`src/rtl/core/qwsc_pkg.sv`:
```
`timescale 1ns / 1ps
`default_nettype none

package qwsc_pkg;

   localparam int CNT_W      = 12;   // row/column counts and image sizes
   localparam int FRAC_W     = 8;    // fractional bits of a position
   localparam int OUT_W      = 20;   // result position width
   localparam int CSR_IDX_W  = 3;
   localparam int CSR_DATA_W = 32;
   localparam int Y_LSB      = 16;   // y half of a packed corner

   localparam logic [CNT_W-1:0] OUT_ROWS_RST   = 12'd100;
   localparam logic [CNT_W-1:0] OUT_COLS_RST   = 12'd200;
   localparam logic [CNT_W-1:0] IMAGE_COLS_RST = 12'd640;
   localparam logic [CNT_W-1:0] IMAGE_ROWS_RST = 12'd480;

   typedef enum logic [CSR_IDX_W-1:0] {
      CSR_UPPER_LEFT  = 3'd0,
      CSR_UPPER_RIGHT = 3'd1,
      CSR_LOWER_LEFT  = 3'd2,
      CSR_LOWER_RIGHT = 3'd3,
      CSR_OUT_ROWS    = 3'd4,
      CSR_OUT_COLS    = 3'd5,
      CSR_IMAGE_COLS  = 3'd6,
      CSR_IMAGE_ROWS  = 3'd7
   } csr_index_type;

   // interpolations run by the shared multiply/divide unit, in order
   typedef enum logic [2:0] {
      OP_LEFT_X  = 3'd0,
      OP_LEFT_Y  = 3'd1,
      OP_RIGHT_X = 3'd2,
      OP_RIGHT_Y = 3'd3,
      OP_POS_X   = 3'd4,
      OP_POS_Y   = 3'd5
   } op_type;

   typedef enum logic [5:0] {
      ST_IDLE = 6'b000001,
      ST_DIFF = 6'b000010,
      ST_MUL  = 6'b000100,
      ST_DIV  = 6'b001000,
      ST_FIX  = 6'b010000,
      ST_OUT  = 6'b100000
   } state_type;

endpackage

`default_nettype wire

```
`src/rtl/core/quad_warp_sample_coordinates_top.sv`:
```
`timescale 1ns / 1ps
`default_nettype none

// Sampling grid generator for a quadrilateral-to-rectangle warp. Each accepted
// request beat yields one response beat: the source position (8 fractional
// bits) of the next output pixel in row-major order, a fill flag for
// positions outside the source image interior and a last-sample flag.
// Corners, output size and image size are written over the csr port; the
// user must write them only while the block is idle, which the block itself
// does not enforce. All interpolations go through one multiplier and one
// radix-4 restoring divider under a small sequencer. A pixel runs its x and
// y interpolations; the first pixel of a row first runs those of both edges.
// The next request is taken while a response still waits.
module quad_warp_sample_coordinates_top #(
   parameter int COORD_BITS = 12
) (
   input  wire                                   clock,
   input  wire                                   reset,
   input  wire                                   req_valid,
   output logic                                  req_stall,
   input  wire                                   req_restart,
   output logic                                  rsp_valid,
   input  wire                                   rsp_stall,
   output logic [qwsc_pkg::OUT_W-1:0]            rsp_source_x,
   output logic [qwsc_pkg::OUT_W-1:0]            rsp_source_y,
   output logic                                  rsp_use_fill,
   output logic                                  rsp_last_sample,
   input  wire                                   csr_valid,
   output logic                                  csr_ready,
   input  wire  [qwsc_pkg::CSR_IDX_W-1:0]        csr_index,
   input  wire  [qwsc_pkg::CSR_DATA_W-1:0]       csr_data
);
   import qwsc_pkg::*;

   localparam int POS_W     = COORD_BITS + FRAC_W;        // fixed-point position
   localparam int DIFF_W    = POS_W + 1;                  // signed difference
   localparam int PROD_W    = DIFF_W + CNT_W + 1;
   localparam int MAG_W     = POS_W + CNT_W;              // |pos * diff|
   localparam int DIV_W     = MAG_W + (MAG_W % 2);
   localparam int DIV_STEPS = DIV_W / 2;
   localparam int ITER_W    = $clog2(DIV_STEPS);
   localparam int CMP_W     = (COORD_BITS > CNT_W ? COORD_BITS : CNT_W) + 1;

   // configuration
   logic [COORD_BITS-1:0] ulx_ff, uly_ff, urx_ff, ury_ff;
   logic [COORD_BITS-1:0] llx_ff, lly_ff, lrx_ff, lry_ff;
   logic [CNT_W-1:0]      out_rows_ff, out_cols_ff, image_cols_ff, image_rows_ff;

   // sequencer and datapath
   state_type             state_ff, state_in;
   op_type                op_ff, op_in;
   logic [CNT_W-1:0]      row_ff, row_in, col_ff, col_in;
   logic [POS_W-1:0]      lex_ff, lex_in, ley_ff, ley_in;
   logic [POS_W-1:0]      rex_ff, rex_in, rey_ff, rey_in;
   logic [POS_W-1:0]      px_ff, px_in, py_ff, py_in;
   logic signed [DIFF_W-1:0] diff_ff, diff_in;
   logic [POS_W-1:0]      start_ff, start_in;
   logic [CNT_W-1:0]      pos_ff, pos_in, dvs_ff, dvs_in;
   logic                  neg_ff, neg_in;
   logic [DIV_W-1:0]      dq_ff, dq_in;
   logic [CNT_W-1:0]      rem_ff, rem_in;
   logic [ITER_W-1:0]     iter_ff, iter_in;

   // response register
   logic                  rsp_valid_ff, rsp_valid_in;
   logic [OUT_W-1:0]      rsp_x_ff, rsp_x_in, rsp_y_ff, rsp_y_in;
   logic                  rsp_fill_ff, rsp_fill_in, rsp_last_ff, rsp_last_in;

   // helpers
   logic [CNT_W-1:0]      rows_eff, cols_eff;
   logic [CNT_W:0]        r_tmp, c_tmp;
   logic [CNT_W-1:0]      r_adj, c_adj;
   logic [POS_W-1:0]      sel_start, sel_end;
   logic signed [PROD_W-1:0] prod;
   logic [PROD_W-1:0]     prod_mag;
   logic [CNT_W:0]        t1, t2;
   logic                  ge1, ge2;
   logic [CNT_W-1:0]      r1;
   logic [DIFF_W-1:0]     q_mag, q_sgn, fix_res;
   logic [POS_W-1:0]      fix_pos;
   logic [CMP_W-1:0]      ix1, iy1;
   logic                  fill, last;
   logic                  out_free;
   logic [POS_W+OUT_W-1:0] x_ext, y_ext;

   assign csr_ready       = 1'b1;
   assign req_stall       = (state_ff != ST_IDLE);
   assign rsp_valid       = rsp_valid_ff;
   assign rsp_source_x    = rsp_x_ff;
   assign rsp_source_y    = rsp_y_ff;
   assign rsp_use_fill    = rsp_fill_ff;
   assign rsp_last_sample = rsp_last_ff;

   assign rows_eff = (out_rows_ff == '0) ? CNT_W'(1) : out_rows_ff;
   assign cols_eff = (out_cols_ff == '0) ? CNT_W'(1) : out_cols_ff;

   // configuration writes
   always_ff @(posedge clock) begin
      if (reset) begin
         ulx_ff <= '0; uly_ff <= '0; urx_ff <= '0; ury_ff <= '0;
         llx_ff <= '0; lly_ff <= '0; lrx_ff <= '0; lry_ff <= '0;
         out_rows_ff   <= OUT_ROWS_RST;
         out_cols_ff   <= OUT_COLS_RST;
         image_cols_ff <= IMAGE_COLS_RST;
         image_rows_ff <= IMAGE_ROWS_RST;
      end else if (csr_valid && csr_ready) begin
         case (csr_index_type'(csr_index))
            CSR_UPPER_LEFT: begin
               ulx_ff <= csr_data[COORD_BITS-1:0];
               uly_ff <= csr_data[Y_LSB +: COORD_BITS];
            end
            CSR_UPPER_RIGHT: begin
               urx_ff <= csr_data[COORD_BITS-1:0];
               ury_ff <= csr_data[Y_LSB +: COORD_BITS];
            end
            CSR_LOWER_LEFT: begin
               llx_ff <= csr_data[COORD_BITS-1:0];
               lly_ff <= csr_data[Y_LSB +: COORD_BITS];
            end
            CSR_LOWER_RIGHT: begin
               lrx_ff <= csr_data[COORD_BITS-1:0];
               lry_ff <= csr_data[Y_LSB +: COORD_BITS];
            end
            CSR_OUT_ROWS:   out_rows_ff   <= csr_data[CNT_W-1:0];
            CSR_OUT_COLS:   out_cols_ff   <= csr_data[CNT_W-1:0];
            CSR_IMAGE_COLS: image_cols_ff <= csr_data[CNT_W-1:0];
            CSR_IMAGE_ROWS: image_rows_ff <= csr_data[CNT_W-1:0];
            default: ;
         endcase
      end
   end

   // operand selection for the current interpolation
   always_comb begin
      case (op_ff)
         OP_LEFT_X: begin
            sel_start = {ulx_ff, {FRAC_W{1'b0}}};
            sel_end   = {llx_ff, {FRAC_W{1'b0}}};
         end
         OP_LEFT_Y: begin
            sel_start = {uly_ff, {FRAC_W{1'b0}}};
            sel_end   = {lly_ff, {FRAC_W{1'b0}}};
         end
         OP_RIGHT_X: begin
            sel_start = {urx_ff, {FRAC_W{1'b0}}};
            sel_end   = {lrx_ff, {FRAC_W{1'b0}}};
         end
         OP_RIGHT_Y: begin
            sel_start = {ury_ff, {FRAC_W{1'b0}}};
            sel_end   = {lry_ff, {FRAC_W{1'b0}}};
         end
         OP_POS_X: begin
            sel_start = lex_ff;
            sel_end   = rex_ff;
         end
         default: begin
            sel_start = ley_ff;
            sel_end   = rey_ff;
         end
      endcase
   end

   assign prod     = $signed({1'b0, pos_ff}) * diff_ff;
   assign prod_mag = prod[PROD_W-1] ? PROD_W'(-prod) : PROD_W'(prod);

   // two restoring divide steps per cycle
   assign t1  = {rem_ff, dq_ff[DIV_W-1]};
   assign ge1 = (t1 >= {1'b0, dvs_ff});
   assign r1  = ge1 ? CNT_W'(t1 - {1'b0, dvs_ff}) : t1[CNT_W-1:0];
   assign t2  = {r1, dq_ff[DIV_W-2]};
   assign ge2 = (t2 >= {1'b0, dvs_ff});

   assign q_mag   = {1'b0, dq_ff[POS_W-1:0]};
   assign q_sgn   = neg_ff ? DIFF_W'(-q_mag) : q_mag;
   assign fix_res = {1'b0, start_ff} + q_sgn;
   assign fix_pos = fix_res[POS_W-1:0];

   // status of the finished pixel
   assign ix1   = CMP_W'(px_ff[POS_W-1:FRAC_W]) + CMP_W'(1);
   assign iy1   = CMP_W'(py_ff[POS_W-1:FRAC_W]) + CMP_W'(1);
   assign fill  = !((ix1 < CMP_W'(image_cols_ff)) && (iy1 < CMP_W'(image_rows_ff)));
   assign last  = ({1'b0, row_ff} + (CNT_W+1)'(1) == {1'b0, rows_eff}) &&
                  ({1'b0, col_ff} + (CNT_W+1)'(1) == {1'b0, cols_eff});
   assign x_ext = {{OUT_W{1'b0}}, px_ff};
   assign y_ext = {{OUT_W{1'b0}}, py_ff};
   assign out_free = !rsp_valid_ff || !rsp_stall;

   always_comb begin
      state_in = state_ff;
      op_in    = op_ff;
      row_in   = row_ff;
      col_in   = col_ff;
      lex_in   = lex_ff;
      ley_in   = ley_ff;
      rex_in   = rex_ff;
      rey_in   = rey_ff;
      px_in    = px_ff;
      py_in    = py_ff;
      diff_in  = diff_ff;
      start_in = start_ff;
      pos_in   = pos_ff;
      dvs_in   = dvs_ff;
      neg_in   = neg_ff;
      dq_in    = dq_ff;
      rem_in   = rem_ff;
      iter_in  = iter_ff;
      rsp_valid_in = rsp_valid_ff && rsp_stall;
      rsp_x_in    = rsp_x_ff;
      rsp_y_in    = rsp_y_ff;
      rsp_fill_in = rsp_fill_ff;
      rsp_last_in = rsp_last_ff;
      r_tmp = '0;
      c_tmp = '0;
      r_adj = '0;
      c_adj = '0;

      case (state_ff)
         ST_IDLE: begin
            if (req_valid) begin
               // restart, then wrap for sizes shrunk mid-image
               r_tmp = {1'b0, req_restart ? CNT_W'(0) : row_ff};
               c_adj = req_restart ? '0 : col_ff;
               if ({1'b0, c_adj} >= {1'b0, cols_eff}) begin
                  c_adj = '0;
                  r_tmp = r_tmp + (CNT_W+1)'(1);
               end
               r_adj  = (r_tmp >= {1'b0, rows_eff}) ? '0 : r_tmp[CNT_W-1:0];
               row_in = r_adj;
               col_in = c_adj;
               op_in  = (c_adj == '0) ? OP_LEFT_X : OP_POS_X;
               state_in = ST_DIFF;
            end
         end
         ST_DIFF: begin
            diff_in  = $signed({1'b0, sel_end}) - $signed({1'b0, sel_start});
            start_in = sel_start;
            if (op_ff == OP_POS_X || op_ff == OP_POS_Y) begin
               pos_in = col_ff;
               dvs_in = cols_eff;
            end else begin
               pos_in = row_ff;
               dvs_in = rows_eff;
            end
            state_in = ST_MUL;
         end
         ST_MUL: begin
            neg_in   = prod[PROD_W-1];
            dq_in    = DIV_W'(prod_mag[MAG_W-1:0]);
            rem_in   = '0;
            iter_in  = '0;
            state_in = ST_DIV;
         end
         ST_DIV: begin
            rem_in  = ge2 ? CNT_W'(t2 - {1'b0, dvs_ff}) : t2[CNT_W-1:0];
            dq_in   = {dq_ff[DIV_W-3:0], ge1, ge2};
            iter_in = iter_ff + ITER_W'(1);
            if (iter_ff == ITER_W'(DIV_STEPS - 1))
               state_in = ST_FIX;
         end
         ST_FIX: begin
            state_in = ST_DIFF;
            case (op_ff)
               OP_LEFT_X: begin
                  lex_in = fix_pos;
                  op_in  = OP_LEFT_Y;
               end
               OP_LEFT_Y: begin
                  ley_in = fix_pos;
                  op_in  = OP_RIGHT_X;
               end
               OP_RIGHT_X: begin
                  rex_in = fix_pos;
                  op_in  = OP_RIGHT_Y;
               end
               OP_RIGHT_Y: begin
                  rey_in = fix_pos;
                  op_in  = OP_POS_X;
               end
               OP_POS_X: begin
                  px_in = fix_pos;
                  op_in = OP_POS_Y;
               end
               default: begin
                  py_in    = fix_pos;
                  state_in = ST_OUT;
               end
            endcase
         end
         ST_OUT: begin
            if (out_free) begin
               rsp_valid_in = 1'b1;
               rsp_x_in     = x_ext[OUT_W-1:0];
               rsp_y_in     = y_ext[OUT_W-1:0];
               rsp_fill_in  = fill;
               rsp_last_in  = last;
               c_tmp = {1'b0, col_ff} + (CNT_W+1)'(1);
               r_tmp = {1'b0, row_ff} + (CNT_W+1)'(1);
               if (c_tmp >= {1'b0, cols_eff}) begin
                  col_in = '0;
                  row_in = (r_tmp >= {1'b0, rows_eff}) ? '0 : r_tmp[CNT_W-1:0];
               end else begin
                  col_in = c_tmp[CNT_W-1:0];
               end
               state_in = ST_IDLE;
            end
         end
         default: state_in = ST_IDLE;
      endcase
   end

   always_ff @(posedge clock) begin
      if (reset) begin
         state_ff     <= ST_IDLE;
         op_ff        <= OP_LEFT_X;
         row_ff       <= '0;
         col_ff       <= '0;
         lex_ff       <= '0;
         ley_ff       <= '0;
         rex_ff       <= '0;
         rey_ff       <= '0;
         iter_ff      <= '0;
         rsp_valid_ff <= 1'b0;
      end else begin
         state_ff     <= state_in;
         op_ff        <= op_in;
         row_ff       <= row_in;
         col_ff       <= col_in;
         lex_ff       <= lex_in;
         ley_ff       <= ley_in;
         rex_ff       <= rex_in;
         rey_ff       <= rey_in;
         iter_ff      <= iter_in;
         rsp_valid_ff <= rsp_valid_in;
      end
   end

   always_ff @(posedge clock) begin
      px_ff       <= px_in;
      py_ff       <= py_in;
      diff_ff     <= diff_in;
      start_ff    <= start_in;
      pos_ff      <= pos_in;
      dvs_ff      <= dvs_in;
      neg_ff      <= neg_in;
      dq_ff       <= dq_in;
      rem_ff      <= rem_in;
      rsp_x_ff    <= rsp_x_in;
      rsp_y_ff    <= rsp_y_in;
      rsp_fill_ff <= rsp_fill_in;
      rsp_last_ff <= rsp_last_in;
   end

endmodule

`default_nettype wire

```
`config.mk`:
```
export PLATFORM = sky130hd
export DESIGN_NAME = quad_warp_sample_coordinates_top
export DESIGN_NICKNAME = d
export VERILOG_FILES = /design/src/rtl/core/qwsc_pkg.sv /design/src/rtl/core/quad_warp_sample_coordinates_top.sv
export SDC_FILE = /design/constraint.sdc
export NUM_CORES = 2
export LEC_CHECK = 0
export ABC_CLOCK_PERIOD_IN_PS = 10600
export BUFFER_PORTS_ARGS = -buffer_cell sky130_fd_sc_hd__buf_2
export CAP_MARGIN = 30
export CORE_MARGIN = 10
export CORE_UTILIZATION = 55
export DETAILED_ROUTE_END_ITERATION = 7
export GPL_TIMING_DRIVEN = 0
export PLACE_DENSITY = 0.75
export SETUP_SLACK_MARGIN = 0.1
export SYNTH_ARGS = -nofsm -noshare
export SYNTH_HDL_FRONTEND = slang
export SYNTH_SLANG_ARGS = --single-unit
```
`constraint.sdc`:
```
create_clock -name clock -period 10.6 [get_ports clock]
set_input_delay 1.59 -clock clock [delete_from_list [all_inputs] [get_ports clock]]
set_output_delay 1.59 -clock clock [all_outputs]
set_load 0.02 [all_outputs]
```
==> Yosys cells after proc, flatten, opt, wreduce, memory -nomap -nowiden <==
Cells that the tools add are included.
{ "op_classes": {"n_addsub": 12, "n_eq_ne": 27, "multipliers": 1, "n_lt_le_gt_ge": 8, "bitwise": 1, "mux": 42, "n_reduce_logical": 36} }
{ "op_table": {"columns": ["operator", "n"], "rows": [
  ["2-to-1 mux 12 bit", 19],
  ["case mux 20 bit (5 select lines)", 2],
  ["case mux 12 bit (2 select lines)", 3],
  ["adder 12 x 1 -> 13 bit, second input constant", 5],
  [">= comparator 13 x 12 -> 1 bit", 5],
  ["case mux 32 bit (2 select lines)", 1],
  ["2-to-1 mux 13 bit", 3],
  ["logical NOT 12 bit", 3],
  ["case mux 6 bit (6 select lines)", 1],
  ["multiplier 13 x 21 -> 34 bit", 1],
  ["2-to-1 mux 32 bit", 1],
  ["negator 32 bit", 1],
  ["AND reduction 2 bit", 15],
  ["== test 13 x 12 -> 1 bit", 2],
  ["less-than comparator 13 x 12 -> 1 bit", 2],
  ["2-to-1 mux 6 bit", 4],
  ["subtractor 12 bit", 2],
  ["subtractor 20 x 20 -> 21 bit", 1],
  ["adder 20 bit", 1],
  ["2-to-1 mux 20 bit", 1],
  ["negator 20 bit", 1],
  ["== test 3 bit, second input constant", 6],
  ["case mux 3 bit (5 select lines)", 1],
  ["== test 3 x 2 -> 1 bit, second input constant", 4],
  ["26 further kinds", 42]
]} }
{ "totals": {"reg_bits": 454, "wordCells": 162} }

==> Longest topological paths before layout <==
{ "logic_depth": {"word_depth": 10, "depth_mapped": 24, "mapped_depth_nobuf": 22} }

==> Least setup slack after synthesis <==
OpenSTA, ideal clock, no wires.
{ "synth_path": {"path_type": "reg-to-reg", "start": "register diff_ff[20]", "end": "register dq_ff[26] (data pin)", "setup_time_ns": 0.260, "path_slack_ns": 3.763, "path_stages_with_launch": 25, "path_buffers": 3, "t_arrival_ns": 6.577, "cell_sequence": "edfxtp_1 > clkbuf_1 > and2_1 > fa_1 > inv_1 > fa_1 > inv_1 > fa_1 > fa_1 > inv_1 > fa_1 > inv_1 > ha_1 > clkbuf_1 > a2111oi_0 > o21ai_0 > o21ai_0 > nand2_1 > o31a_1 > o2111a_1 > a211oi_2 > buf_2 > a21oi_1 > xnor2_1 > mux2_2"} }
{ "synth_between": {"elab_chain_cells": 4} }
{ "synth_lines": {"columns": ["element", "line_no", "text"], "rows": [
  ["from (decl)", "quad_warp_sample_coordinates_top.sv:56", "logic signed [DIFF_W-1:0] diff_ff, diff_in;"],
  ["from (signal assigned)", "quad_warp_sample_coordinates_top.sv:340", "diff_ff <= diff_in;"],
  ["multiplier 13 x 21 -> 34 bit *", "quad_warp_sample_coordinates_top.sv:163", "assign prod = $signed({1'b0, pos_ff}) * diff_ff;"],
  ["negator 32 bit", "quad_warp_sample_coordinates_top.sv:164", "assign prod_mag = prod[PROD_W-1] ? PROD_W'(-prod) : PROD_W'(prod);"],
  ["2-to-1 mux 32 bit *", "quad_warp_sample_coordinates_top.sv:164", null],
  ["case mux 32 bit (2 select lines) *", "quad_warp_sample_coordinates_top.sv:217", "case (state_ff)"],
  ["net dq_in[26]", "quad_warp_sample_coordinates_top.sv:60", "logic [DIV_W-1:0] dq_ff, dq_in;"],
  ["to (signal assigned)", "quad_warp_sample_coordinates_top.sv:345", "dq_ff <= dq_in;"],
  ["to (decl)", "quad_warp_sample_coordinates_top.sv:60", null]
]} }
Mark *: on every way through the listed nets, which the timed path passes. The rest lies on a longest branch.
A chain may end at the register's enable or synchronous reset.

==> Final worst setup path <==
{ "layout_path": {"start": "register pos_ff[1]", "end": "register dq_ff[13] (data pin)"} }
{ "layout_between": {"elab_chain_cells": 4} }
{ "layout_lines": {"columns": ["element", "line_no", "text"], "rows": [
  ["from (decl)", "quad_warp_sample_coordinates_top.sv:58", "logic [CNT_W-1:0] pos_ff, pos_in, dvs_ff, dvs_in;"],
  ["from (signal assigned)", "quad_warp_sample_coordinates_top.sv:342", "pos_ff <= pos_in;"],
  ["multiplier 13 x 21 -> 34 bit *", "quad_warp_sample_coordinates_top.sv:163", null],
  ["negator 32 bit", "quad_warp_sample_coordinates_top.sv:164", null],
  ["2-to-1 mux 32 bit *", "quad_warp_sample_coordinates_top.sv:164", null],
  ["case mux 32 bit (2 select lines) *", "quad_warp_sample_coordinates_top.sv:217", null],
  ["net dq_in[13]", "quad_warp_sample_coordinates_top.sv:60", null]
]} }
Marked as above.

==> results by group <==
Status
  – Status: finished clean

Hold path
  – Hold_sp: py_ff[1]
  – Hold Path End: rsp_source_y[1]
  – Hold Path Class: reg2reg
  – Hold path depth: 0

Global routing
  – M2 GR Usage: 42.64%
  – M3 GR Usage: 3.300%
  – Busiest grt layer: met2
  – Grt ovf: 0
  – Met1 global-route usage: 33.61%
  – GR Util All Layers: 25.73%
  – Largest net degree at the start of global routing: 45
  – Initial antenna violation count: 1
  – Global-route wire length before repair: 146.7 mm
  – Number of global-route vias before repair: 27010

Clocking
  – CTS sink count: 454
  – Worst-path clk slew: 70 ps
  – Worst skew pair latency: 620 ps
  – CTS Buffer Depth: 3
  – Post-CTS sizing: 0
  – H-tree depth: 2
  – Total CTS buffers: 46
  – Cts hold-fix bufs: 0
  – CTS tree: built
  – Post-CTS Setup Bufs: 0
  – CTS root buffer: clkbuf_16

Detailed routing
  – Initial drt markers: 2484
  – Vias per cell: 5.761
  – Vias post-DR: 27350
  – DRT Pass-1 Iters: 6
  – Final ANT Viol Nets: 0
  – Routed Wire Length: 92.14 mm
  – DRC errors left: 0
  – Avg WL per Cell: 19.41 um

Place
  – Routability cong.: 0.9636
  – Dpl hpwl: 71.65 mm
  – I/O Buffers: 60

Synthesis
  – Syn. warnings: 0
  – Yosys reg bits: 454
  – Mapped cell area: 0.03376 sq mm
  – Synth Flop Type: dfxtp_1
  – Syn Nets: 4295
  – Mean Syn Cell Area: 8.875 sq um
  – Post-synthesis cell type count: 83
  – Sequential share of the synthesized area: 32.61%
  – Post-synth EDFFs: 192
  – Async set-reset flop share out of synthesis: 0%
  – Syn Inst Count: 3804

Worst setup path
  – Worst r2r src: pos_ff[1]
  – Flop2flop setup slack: 2520 ps
  – R2R Path End: dq_ff[13]
  – WS Path Type: reg2reg
  – Crit-path cells: clkbuf_1 -> and2_1 -> fa_1 -> inv_1 -> fa_1 -> inv_1 -> fa_1 -> fa_1 -> inv_1 -> fa_1 -> inv_1 -> ha_1 -> clkbuf_1 -> a2111oi_0 -> o21ai_0 -> o21ai_0 -> nand2_1 -> o31a_1 -> o2111a_1 -> a211oi_2 -> buf_2 -> o21bai_1 -> xor2_1 -> o21ai_0
  – Crit path capture type: register
  – Worst path max stage delay: 810 ps
  – Worst Path Max Fanout: 10
  – Setup crit start kind: register
  – Crit path required time: 10910 ps
  – R2r worst-path depth: 24
  – CP most frequent cell: fa_1
  – Worst Path Arrival: 8390 ps
  – Crit path max-delay cell type: fa_1

Timing
  – Hold WS: 413.4 ps
  – Layout Skew: 57.91 ps
  – Crit path time final: 8083 ps
  – RSZ-0062 raised after global routing: no
  – Final Setup Violations: 0
  – Fin. Hold Viols: 0
  – Setup TNS: 0 ps
  – Fin crit share: 76.25%
  – Pin slew with the least headroom to its limit: 963.4 ps
  – Normalized max-slew margin: 35.24%
  – Slew Limit Fails: 0
  – Fmax: 0.1237 GHz

Die
  – Core ar.: 0.06058 sq mm
  – Die area: 0.07169 sq mm
  – Die width: 267.8 um
  – Die height: 267.8 um
  – Row cnt: 90
  – Starting Density: 55.72%
  – IO Pins: 86

Final layout
  – Fin util: 60.63%
  – Post-layout nets: 4418
  – Most frequent cells in the layout: 652 x nand2_1, 417 x inv_1, 327 x a21oi_1
  – Most common cell after layout, fill and taps aside: nand2_1
  – Layout overhead on the synthesized area: 8.795%
  – Share of layout cells above drive strength 1: 6.181%
  – # fillers: 5217

Flow run
  – Max-cap violations: 0
-- critical path: cells and delay by family, from the launching register on --
family	cells	cell delay [ps]
compound gates	8	2220
xor+xnor	1	180
fa+ha+maj	6	3210
buf+inv	7	1250
flops	1	450
simple gates	2	470
-- metrics by stage --
stage	setup slack, ps	std cells	instance area, sq um
after detailed placement	2469	4661	35240
final	2517	4748	36730
after global routing	2105	4747	36730
after floorplan	3763	3804	33760
after CTS	2489	4746	36720
after global placement	2505	4646	35040
-- Yosys cell counts (7+ instances only) --
| library cell | number | area [sq um] |
|---|---|---|
| nor2b_1 | 48 | 300.3 |
| clkbuf_2 | 11 | 55.05 |
| mux4_2 | 21 | 473.0 |
| and2_1 | 133 | 832.1 |
| xnor2_1 | 107 | 937.2 |
| edfxtp_1 | 192 | 5766 |
| a21boi_0 | 9 | 67.56 |
| xor2_1 | 58 | 508.0 |
| a21o_1 | 47 | 352.8 |
| nor2_1 | 194 | 728.2 |
| and4_1 | 9 | 78.83 |
| o21a_1 | 30 | 225.2 |
| a22o_1 | 9 | 78.83 |
| or3_1 | 17 | 106.4 |
| a22oi_1 | 18 | 135.1 |
| nor3_1 | 50 | 250.2 |
| o41ai_1 | 8 | 70.07 |
| a21oi_1 | 328 | 1642 |
| nand2b_1 | 23 | 143.9 |
| or4_1 | 11 | 82.58 |
| clkbuf_1 | 177 | 664.4 |
| ha_1 | 218 | 2728 |
| nand4_1 | 18 | 112.6 |
| buf_2 | 8 | 40.04 |
| mux2i_1 | 35 | 350.3 |
| nor4_1 | 12 | 75.07 |
| a211o_1 | 16 | 140.1 |
| a211oi_1 | 17 | 127.6 |
| dfxtp_1 | 262 | 5245 |
| mux2_2 | 19 | 214.0 |
| and3_1 | 30 | 187.7 |
| nor3b_1 | 7 | 52.55 |
| o21bai_1 | 9 | 67.56 |
| a311oi_1 | 7 | 61.31 |
| inv_1 | 419 | 1573 |
| nand3b_1 | 26 | 195.2 |
| o31ai_1 | 16 | 120.1 |
| or2_2 | 10 | 62.56 |
| fa_1 | 232 | 4644 |
| a31oi_1 | 25 | 156.4 |
| a31o_2 | 7 | 61.31 |
| o21ai_0 | 104 | 520.5 |
| nand3_1 | 83 | 415.4 |
| nand2_1 | 652 | 2447 |
-- per-layer routing --
layer  share of wire [%]  up-vias
li1                    -    12950
met5                   0        -
met1                  42    13180
met2                  47     1020
met4                 4.4        0
met3                 6.6      207
-- registers in the layout, indices dropped and copies added (netlist names), 20 cells and up --
signal / count
rex_ff: 20
diff_ff: 21
rsp_source_y: 20
py_ff: 20
px_ff: 20
dq_ff: 32
rey_ff: 20
start_ff: 20
lex_ff: 20
rsp_source_x: 20
ley_ff: 20
-- layout make-up --
| type | instances | area [sq um] | share of cell area (%) |
|---|---|---|---|
| Multi-Input combinational cell | 2727 | 20410 | 55.57 |
| Sequential cell | 454 | 11010 | 29.98 |
| Inverter | 420 | 1577 | 4.292 |
| Clock buffer | 67 | 1305 | 3.553 |
| Tap cell | 782 | 978.4 | 2.664 |
| Buffer | 203 | 797.0 | 2.170 |
| Timing Repair Buffer | 75 | 465.4 | 1.267 |
| Clock inverter | 18 | 180.2 | 0.4905 |
| Antenna cell | 2 | 5.005 | 0.01363 |
-- how the worst max path moves through the flow --
stage	start	slack, ps	end
global placement	pos_ff[1]	2500	dq_ff[26]
finish	pos_ff[1]	2520	dq_ff[13]
global route	pos_ff[1]	2110	dq_ff[15]
CTS	pos_ff[1]	2490	dq_ff[26]
floorplan	diff_ff[20]	3760	dq_ff[26]
detailed placement	pos_ff[1]	2470	dq_ff[26]
-- cells by family (layout without fill, tap and decap cells) --
| family | count (synthesis) | after routing | share of synthesized area [%] |
|---|---|---|---|
| xor+xnor | 165 | 165 | 4.281 |
| flops | 454 | 454 | 32.61 |
| fa+ha+maj | 450 | 450 | 21.84 |
| buf+inv | 623 | 783 | 7.031 |
| other cells | 1 | 3 | 0.01111 |
| mux | 75 | 75 | 3.072 |
| simple gates | 1339 | 1339 | 18.50 |
| compound gates | 697 | 697 | 12.66 |
Power is left out: the tool's default activity adds up to more than one toggle a clock period on the data nets, which glitch-free logic cannot reach.
